### src/rtl/dct_pkg.sv
// Shared types, register offsets and the identification table of the down-counter timer.
package dct_pkg;

    // Request kinds.
    localparam logic [1:0] KIND_TICK  = 2'd0;
    localparam logic [1:0] KIND_READ  = 2'd1;
    localparam logic [1:0] KIND_WRITE = 2'd2;

    // Register byte offsets.
    localparam logic [11:0] ADDR_CTRL     = 12'h000;
    localparam logic [11:0] ADDR_VALUE    = 12'h004;
    localparam logic [11:0] ADDR_RELOAD   = 12'h008;
    localparam logic [11:0] ADDR_INTSTAT  = 12'h00C;
    localparam logic [11:0] ADDR_ID_FIRST = 12'hFD0;
    localparam logic [11:0] ADDR_ID_LAST  = 12'hFFC;

    // Control register bit positions and width.
    localparam int CTRL_WIDTH     = 4;
    localparam int CTRL_ENABLE    = 0;
    localparam int CTRL_IRQ_EN    = 3;
    localparam int INTSTAT_CLEAR  = 0;

    typedef struct packed {
        logic [1:0]  kind;
        logic [11:0] address;
        logic [31:0] write_data;
    } req_t;

    typedef struct packed {
        logic [31:0] read_data;
        logic        irq;
    } rsp_t;

    // Identification words, indexed by (offset - 0xFD0) / 4.
    function automatic logic [7:0] id_word(input logic [3:0] idx);
        logic [7:0] w;
        case (idx)
            4'd0:    w = 8'h04;
            4'd4:    w = 8'h22;
            4'd5:    w = 8'hb8;
            4'd6:    w = 8'h1b;
            4'd8:    w = 8'h0d;
            4'd9:    w = 8'hf0;
            4'd10:   w = 8'h05;
            4'd11:   w = 8'hb1;
            default: w = 8'h00;
        endcase
        return w;
    endfunction

endpackage

### src/rtl/dct_if.sv
// Valid/ready channel interfaces for timer requests and results.
interface dct_req_if;
    logic        valid;
    logic        ready;
    logic [1:0]  kind;
    logic [11:0] address;
    logic [31:0] write_data;

    modport source (output valid, output kind, output address, output write_data,
                    input ready);
    modport sink   (input valid, input kind, input address, input write_data,
                    output ready);
endinterface

interface dct_rsp_if;
    logic        valid;
    logic        ready;
    logic [31:0] read_data;
    logic        irq;

    modport source (output valid, output read_data, output irq, input ready);
    modport sink   (input valid, input read_data, input irq, output ready);
endinterface

### src/rtl/dct_in_stage.sv
// Input register that captures one request and holds it until the core consumes it.
module dct_in_stage (
    input  logic           clk,
    input  logic           rst_n,
    dct_req_if.sink        req,
    input  logic           advance,
    output logic           valid,
    output dct_pkg::req_t  item
);

    logic          valid_reg;
    dct_pkg::req_t item_reg;

    // A new request enters when the stage is empty or drains this cycle.
    assign req.ready = !valid_reg || advance;

    always_ff @(posedge clk or negedge rst_n)
    begin
        if (!rst_n)
        begin
            valid_reg <= 1'b0;
        end
        else if (req.valid && req.ready)
        begin
            valid_reg <= 1'b1;
        end
        else if (advance)
        begin
            valid_reg <= 1'b0;
        end
    end

    always_ff @(posedge clk)
    begin
        if (req.valid && req.ready)
        begin
            item_reg.kind       <= req.kind;
            item_reg.address    <= req.address;
            item_reg.write_data <= req.write_data;
        end
    end

    assign valid = valid_reg;
    assign item  = item_reg;

endmodule

### src/rtl/dct_core.sv
// Timer state registers with the tick, read and write update logic.
module dct_core #(
    parameter int COUNT_WIDTH = 32
) (
    input  logic           clk,
    input  logic           rst_n,
    input  logic           fire,
    input  dct_pkg::req_t  item,
    output dct_pkg::rsp_t  result
);

    logic [dct_pkg::CTRL_WIDTH-1:0] ctrl_reg, ctrl_next;
    logic [COUNT_WIDTH-1:0]         count_reg, count_next;
    logic [COUNT_WIDTH-1:0]         reload_reg, reload_next;
    logic                           irq_reg, irq_next;
    logic [11:0]                    id_offset;
    logic                           id_hit;
    logic [31:0]                    read_data;

    assign id_offset = item.address - dct_pkg::ADDR_ID_FIRST;
    assign id_hit    = (item.address >= dct_pkg::ADDR_ID_FIRST) &&
                       (item.address <= dct_pkg::ADDR_ID_LAST);

    // Read mux; reads never change state.
    always_comb
    begin
        read_data = 32'd0;
        if (item.kind == dct_pkg::KIND_READ)
        begin
            if (id_hit)
            begin
                read_data = 32'(dct_pkg::id_word(id_offset[5:2]));
            end
            else
            begin
                unique case (item.address)
                    dct_pkg::ADDR_CTRL:    read_data = 32'(ctrl_reg);
                    dct_pkg::ADDR_VALUE:   read_data = 32'(count_reg);
                    dct_pkg::ADDR_RELOAD:  read_data = 32'(reload_reg);
                    dct_pkg::ADDR_INTSTAT: read_data = 32'(irq_reg);
                    default:               read_data = 32'd0;
                endcase
            end
        end
    end

    always_comb
    begin
        ctrl_next   = ctrl_reg;
        count_next  = count_reg;
        reload_next = reload_reg;
        irq_next    = irq_reg;
        unique case (item.kind)
            dct_pkg::KIND_TICK:
            begin
                if (ctrl_reg[dct_pkg::CTRL_ENABLE])
                begin
                    // At zero the count reloads; a zero reload keeps it at zero.
                    if (count_reg == '0)
                    begin
                        count_next = reload_reg;
                    end
                    else
                    begin
                        count_next = count_reg - COUNT_WIDTH'(1);
                        if ((count_reg == COUNT_WIDTH'(1)) && ctrl_reg[dct_pkg::CTRL_IRQ_EN])
                        begin
                            irq_next = 1'b1;
                        end
                    end
                end
            end
            dct_pkg::KIND_WRITE:
            begin
                unique case (item.address)
                    dct_pkg::ADDR_CTRL:
                        ctrl_next = item.write_data[dct_pkg::CTRL_WIDTH-1:0];
                    dct_pkg::ADDR_VALUE:
                        count_next = item.write_data[COUNT_WIDTH-1:0];
                    dct_pkg::ADDR_RELOAD:
                    begin
                        reload_next = item.write_data[COUNT_WIDTH-1:0];
                        count_next  = item.write_data[COUNT_WIDTH-1:0];
                    end
                    dct_pkg::ADDR_INTSTAT:
                    begin
                        if (item.write_data[dct_pkg::INTSTAT_CLEAR])
                        begin
                            irq_next = 1'b0;
                        end
                    end
                    default: ;
                endcase
            end
            default: ;
        endcase
    end

    always_ff @(posedge clk or negedge rst_n)
    begin
        if (!rst_n)
        begin
            ctrl_reg   <= '0;
            count_reg  <= '0;
            reload_reg <= '0;
            irq_reg    <= 1'b0;
        end
        else if (fire)
        begin
            ctrl_reg   <= ctrl_next;
            count_reg  <= count_next;
            reload_reg <= reload_next;
            irq_reg    <= irq_next;
        end
    end

    assign result.read_data = read_data;
    assign result.irq       = irq_next;

endmodule

### src/rtl/dct_out_stage.sv
// Result register that holds one response until the consumer takes it.
module dct_out_stage (
    input  logic           clk,
    input  logic           rst_n,
    input  logic           load,
    input  dct_pkg::rsp_t  rsp_in,
    output logic           can_load,
    dct_rsp_if.source      rsp
);

    logic          valid_reg;
    dct_pkg::rsp_t data_reg;

    // Space is available when empty or when the held result leaves this cycle.
    assign can_load = !valid_reg || rsp.ready;

    always_ff @(posedge clk or negedge rst_n)
    begin
        if (!rst_n)
        begin
            valid_reg <= 1'b0;
        end
        else if (load)
        begin
            valid_reg <= 1'b1;
        end
        else if (rsp.ready)
        begin
            valid_reg <= 1'b0;
        end
    end

    always_ff @(posedge clk)
    begin
        if (load)
        begin
            data_reg <= rsp_in;
        end
    end

    assign rsp.valid     = valid_reg;
    assign rsp.read_data = data_reg.read_data;
    assign rsp.irq       = data_reg.irq;

endmodule

### src/rtl/apb_down_counter_timer.sv
// An accepted request is held in the input register, then its response in the output register.
// Throughput: one request per cycle while the consumer keeps taking responses.
// Requests keep flowing while a response waits, until both registers are full.
// Reset (rst_n low, asynchronous) clears control, count, reload and interrupt status
// and empties both pipeline registers.
module apb_down_counter_timer #(
    parameter int COUNT_WIDTH = 32
) (
    input  logic       clk,
    input  logic       rst_n,
    dct_req_if.sink    req,
    dct_rsp_if.source  rsp
);

    // The design is a two-register pipeline. The input stage captures a tick,
    // read or write request. The core then applies that request to the timer
    // state as it leaves the input stage: a tick decrements the count while enabled,
    // reloads it once it has rested at zero, and raises the interrupt status
    // on the step from one to zero when interrupts are enabled. Reads select
    // a register or an identification word, and writes update the register
    // at the addressed offset. The response, carrying read data and the
    // interrupt level after the request, lands in the output stage.

    logic          in_valid;
    dct_pkg::req_t in_item;
    logic          out_can_load;
    logic          advance;
    dct_pkg::rsp_t core_result;

    // The state is committed in the same cycle that the response is loaded,
    // so the order of requests and responses always matches.
    assign advance = in_valid && out_can_load;

    dct_in_stage u_in_stage (
        .clk     (clk),
        .rst_n   (rst_n),
        .req     (req),
        .advance (advance),
        .valid   (in_valid),
        .item    (in_item)
    );

    dct_core #(
        .COUNT_WIDTH (COUNT_WIDTH)
    ) u_core (
        .clk    (clk),
        .rst_n  (rst_n),
        .fire   (advance),
        .item   (in_item),
        .result (core_result)
    );

    dct_out_stage u_out_stage (
        .clk      (clk),
        .rst_n    (rst_n),
        .load     (advance),
        .rsp_in   (core_result),
        .can_load (out_can_load),
        .rsp      (rsp)
    );

endmodule
### src/flat_wrapper.sv
// flat-port wrapper written by rule: the top's interface ports become plain ports
module apb_down_counter_timer_flat 
#(
    parameter int COUNT_WIDTH = 32
)
  (clk, rst_n, req_valid, req_kind, req_address, req_write_data, req_ready, rsp_valid, rsp_read_data, rsp_irq, rsp_ready);
  dct_req_if req_i ();
  dct_rsp_if rsp_i ();
  input  logic clk;
  input  logic rst_n;
  input wire logic [$bits(req_i.valid)-1:0] req_valid;
  input wire logic [$bits(req_i.kind)-1:0] req_kind;
  input wire logic [$bits(req_i.address)-1:0] req_address;
  input wire logic [$bits(req_i.write_data)-1:0] req_write_data;
  output wire logic [$bits(req_i.ready)-1:0] req_ready;
  output wire logic [$bits(rsp_i.valid)-1:0] rsp_valid;
  output wire logic [$bits(rsp_i.read_data)-1:0] rsp_read_data;
  output wire logic [$bits(rsp_i.irq)-1:0] rsp_irq;
  input wire logic [$bits(rsp_i.ready)-1:0] rsp_ready;
  assign req_i.valid = req_valid;
  assign req_i.kind = req_kind;
  assign req_i.address = req_address;
  assign req_i.write_data = req_write_data;
  assign req_ready = req_i.ready;
  assign rsp_valid = rsp_i.valid;
  assign rsp_read_data = rsp_i.read_data;
  assign rsp_irq = rsp_i.irq;
  assign rsp_i.ready = rsp_ready;
  apb_down_counter_timer #(.COUNT_WIDTH(COUNT_WIDTH)) u_core (.clk(clk), .rst_n(rst_n), .req(req_i), .rsp(rsp_i));
endmodule
### config.mk
export PLATFORM = sky130hd
export DESIGN_NAME = apb_down_counter_timer_flat
export DESIGN_NICKNAME = d
export VERILOG_FILES = /design/src/rtl/dct_pkg.sv /design/src/rtl/dct_if.sv /design/src/rtl/dct_in_stage.sv /design/src/rtl/dct_core.sv /design/src/rtl/dct_out_stage.sv /design/src/rtl/apb_down_counter_timer.sv /design/src/flat_wrapper.sv
export SDC_FILE = /design/constraint.sdc
export NUM_CORES = 1
export LEC_CHECK = 0
export ABC_AREA = 1
export BUFFER_PORTS_ARGS = -buffer_cell sky130_fd_sc_hd__buf_2
export CAP_MARGIN = 20
export CORE_UTILIZATION = 58
export CTS_BUF_LIST = sky130_fd_sc_hd__clkbuf_2
export DETAILED_ROUTE_END_ITERATION = 8
export PLACE_DENSITY_LB_ADDON = 0.3
export SETUP_SLACK_MARGIN = 0.4
export SYNTH_ARGS = -nofsm -noshare
export SYNTH_HDL_FRONTEND = slang
export SYNTH_SLANG_ARGS = --single-unit
### constraint.sdc
create_clock -name clk -period 2.8 [get_ports clk]
set_clock_uncertainty 0.1 [all_clocks]
set_input_delay 0.42 -clock clk [delete_from_list [all_inputs] [get_ports clk]]
set_output_delay 0.42 -clock clk [all_outputs]
set_load 0.02 [all_outputs]
==> flow_metrics.env <==
export IMPL_power_switching_mw=2.315
export IMPL_p_int_mw=3.728
export IMPL_finalMaxSlewViolations=0
export IMPL_fin_crit_sh=0.7876
export IMPL_rsz0062_at_grt="no"
export IMPL_avgSynthCellArea_um2=8.389
export IMPL_first_pass_iters=6
export IMPL_cap_violations=0
export IMPL_ys_seq_area_frac=0.5423
export IMPL_p_comb_frac=0.286
export IMPL_clockBufferDepth=2
export IMPL_area_growth_pct=19.02
export IMPL_synth_main_ff_cell="edfxtp_1"
export IMPL_p_leak_nw=4.139
export IMPL_crit_fanout=5
export IMPL_ys_warn_count=0
export IMPL_cp_start_kind="register"
export IMPL_timing_fmax_ghz=0.4535
export IMPL_cp_end_kind="register"
export IMPL_gp_congestion=0.9392
export IMPL_die_area_um2=13660
export IMPL_place_hpwl_um=12400
export IMPL_swShare=0.3831
export IMPL_route_vias_total=6565
export IMPL_relSlewSlack=0.6353
export IMPL_pwr_share_clk=0.212
export IMPL_drtIter0Drc=714
export IMPL_hold_ws_ns=0.2720
export IMPL_fin_tns_setup_ns=0
export IMPL_ant_nets=0
export IMPL_final_util=0.7158
export IMPL_critPathKind="reg2reg"
export IMPL_synth_async_reset_ratio=0.4733
export IMPL_pwr_share_seq=0.502
export IMPL_holdCritPathClass="in2reg"
export IMPL_min_period_ns=2.205
export IMPL_ir_worst_vdd_mv=0.5828
export IMPL_drt_wl_total_um=18690
export IMPL_overflow=0
export IMPL_post_drt_wl_per_cell_um=15.02
export IMPL_drt_drc_violations_left=0
export IMPL_worstMarginPinSlew_ns=0.5428
export IMPL_grt_pass1_wl_um=29950
export IMPL_synth_edf_count=79
export IMPL_synth_area_um2=7651
export IMPL_outcome="complete, no violations"
export IMPL_dieHeight_um=116.9
export IMPL_track_usage=0.2917
export IMPL_fp_dieW_um=116.9
export IMPL_row_count=41
export IMPL_finalNetCount=1120
export IMPL_vias_per_cell=5.277
export IMPL_syn_inst=912
export IMPL_n_antenna_cell=0
export IMPL_core_um2=12720
export IMPL_largest_reg_flops=46
export IMPL_clock_sink_count=150
export IMPL_grt_pass1_vias=6216
export IMPL_crit_arrival_ns=2.75
export IMPL_start_util=0.6014
export IMPL_grt_max_degree=64
export IMPL_syn_nets=973
export IMPL_ys_seq_elements=150
export IMPL_antenna_found_initial=0
export IMPL_placed_cell_area_um2=8272
export IMPL_finalHoldViolations=0
export IMPL_layout_drive_gt1_share=0.1521
export IMPL_cts_tree="built"
export IMPL_setup_viol_count_final=0
export IMPL_numPortBuffers=84
export IMPL_powerDensity_nw_per_um2=663.6
export IMPL_synth_cell_type_count=35
export IMPL_clk_latency_ns=0.73
export IMPL_required_ns=3.34
export IMPL_ios=85
export IMPL_htree_levels=4
export IMPL_finalInstanceArea_um2=9106
export IMPL_clock_root_buffer="clkbuf_2"
export IMPL_numCtsBuffers=17
export IMPL_clk_pin_slew_worst_paths_ns=0.24
cells in the mapped netlist (all sizes together), types with 2 or more instances:
cell / n / area share
o2bb2ai: 2 / 0.0023
o21bai: 2 / 0.0020
inv: 96 / 0.047
nand3b: 3 / 0.0029
nor3: 6 / 0.0039
dfrtp: 71 / 0.23
nor2: 91 / 0.053
clkinv: 2 / 0.00098
xor2: 11 / 0.013
a21oi: 63 / 0.041
ha: 11 / 0.018
nand2: 302 / 0.15
o21ai: 75 / 0.052
edfxtp: 79 / 0.31
o211ai: 2 / 0.0026
nand3: 49 / 0.032
xnor2: 2 / 0.0023
clkbuf: 11 / 0.0054
nand4: 12 / 0.0098
buf: 18 / 0.014
power groups by stage:
stage	clock network [mW]	logic (mW)	registers [mW]
5_1_grt	1.39	1.96	3.09
3_5_place_dp	0	1.63	3.06
3_3_place_gp	0	1.60	3.06
4_1_cts	1.31	1.70	3.02
2_1_floorplan	0	1.16	3.05
6_report	1.28	1.73	3.03
per-layer routing:
metal | global-route usage | share of wire
met1 | 0.3987 | 0.46
met2 | 0.4710 | 0.46
met3 | 0.06849 | 0.068
met4 | 0.07848 | 0.011
met5 | 0 | 0
layout by cell type, fill, tap and decap left out, types with 2 or more instances in the layout:
cell type,netlist,final
nand3_1,49,49
nand4_1,12,12
nor3_1,6,6
buf_6,3,2
dlygate4sd3_1,0,53
buf_2,13,84
a21oi_1,63,63
inv_6,0,4
inv_1,94,93
o21ai_1,16,16
o21bai_1,2,2
nor2_1,81,80
clkbuf_2,0,17
clkinvlp_4,0,4
clkinv_4,0,2
nand2_4,2,3
bufinv_16,0,2
o21ai_0,54,54
clkinv_1,2,3
nor2_2,5,6
inv_8,0,2
nand2_1,296,295
o21ai_2,5,5
xnor2_1,2,2
nor2_8,2,2
buf_4,0,17
ha_1,11,11
xor2_1,11,11
edfxtp_1,79,79
nand3b_1,3,3
inv_2,2,2
o2bb2ai_1,2,2
nand2_2,4,4
dfrtp_1,71,71
nor2_4,3,3
stage by stage:
stage | setup WS, ns | total power [mW] | instances
5_1_grt | 0.4048 | 6.433 | 1244
3_3_place_gp | 0.5912 | 4.655 | 1155
2_1_floorplan | 0.5725 | 4.208 | 912
4_1_cts | 0.4688 | 6.029 | 1240
6_report | 0.5948 | 6.043 | 1244
3_5_place_dp | 0.5116 | 4.693 | 1155
critical path, cell delays in order, from the launching register on:
cell and delay [ns]:
dfrtp_1 0.47, inv_1 0.11, ha_1 0.27, nand2_4 0.12, nor2_1 0.29, nand2_1 0.20, o21ai_0 0.21, nand2_1 0.09
nand2_1 0.07, nand2_1 0.04, nand2_1 0.07, o21ai_0 0.08
what timing repair did:
action,CTS,global route
buffers inserted,0,4
gates resized for setup,0,7
hold buffers,53,0
hold endpoints to repair,119,0
endpoints found under the setup margin,0,46
path summary, 6_finish.rpt:
| path | from | endpoint | cells after the start | slack [ns] |
|---|---|---|---|---|
| min in group asynchronous | rst_n | u_core.u_core.reload_reg[17]$_DFFE_PN0P_ | 3 | 0.55 |
| min | req_write_data[0] | u_core.u_in_stage.item[0]$_DFFE_PP_ | 2 | 0.27 |
| max | u_core.u_core.count_reg[0]$_DFFE_PN0P_ | u_core.u_core.count_reg[30]$_DFFE_PN0P_ | 11 | 0.59 |
| max in group asynchronous | rst_n | u_core.u_core.count_reg[20]$_DFFE_PN0P_ | 4 | 0.97 |
| min reg2reg | u_core.u_core.ctrl_reg[2]$_DFFE_PN0P_ | u_core.u_core.ctrl_reg[2]$_DFFE_PN0P_ | 2 | 0.43 |
| max reg2reg | u_core.u_core.count_reg[0]$_DFFE_PN0P_ | u_core.u_core.count_reg[30]$_DFFE_PN0P_ | 11 | 0.59 |
cells by family after synthesis:
family | Yosys count | share of synthesized area
compound gates | 145 | 0.1006
xor+xnor | 13 | 0.01488
fa+ha+maj | 11 | 0.01799
buf+inv | 127 | 0.06738
flops | 150 | 0.5423
mux | 1 | 0.001472
simple gates | 465 | 0.2554
area by class of cell:
cell class                      count  area [um2]
Sequential cell                   150        4149
Clock inverter                     15       168.9
Tap cell                          172       215.2
Timing Repair Buffer              157        1121
Fill cell                        1072        3616
Inverter                           98       370.4
Multi-Input combinational cell    635        2997
Clock buffer                       17       85.08
Note: power is estimated with default switching activity, not from simulation.
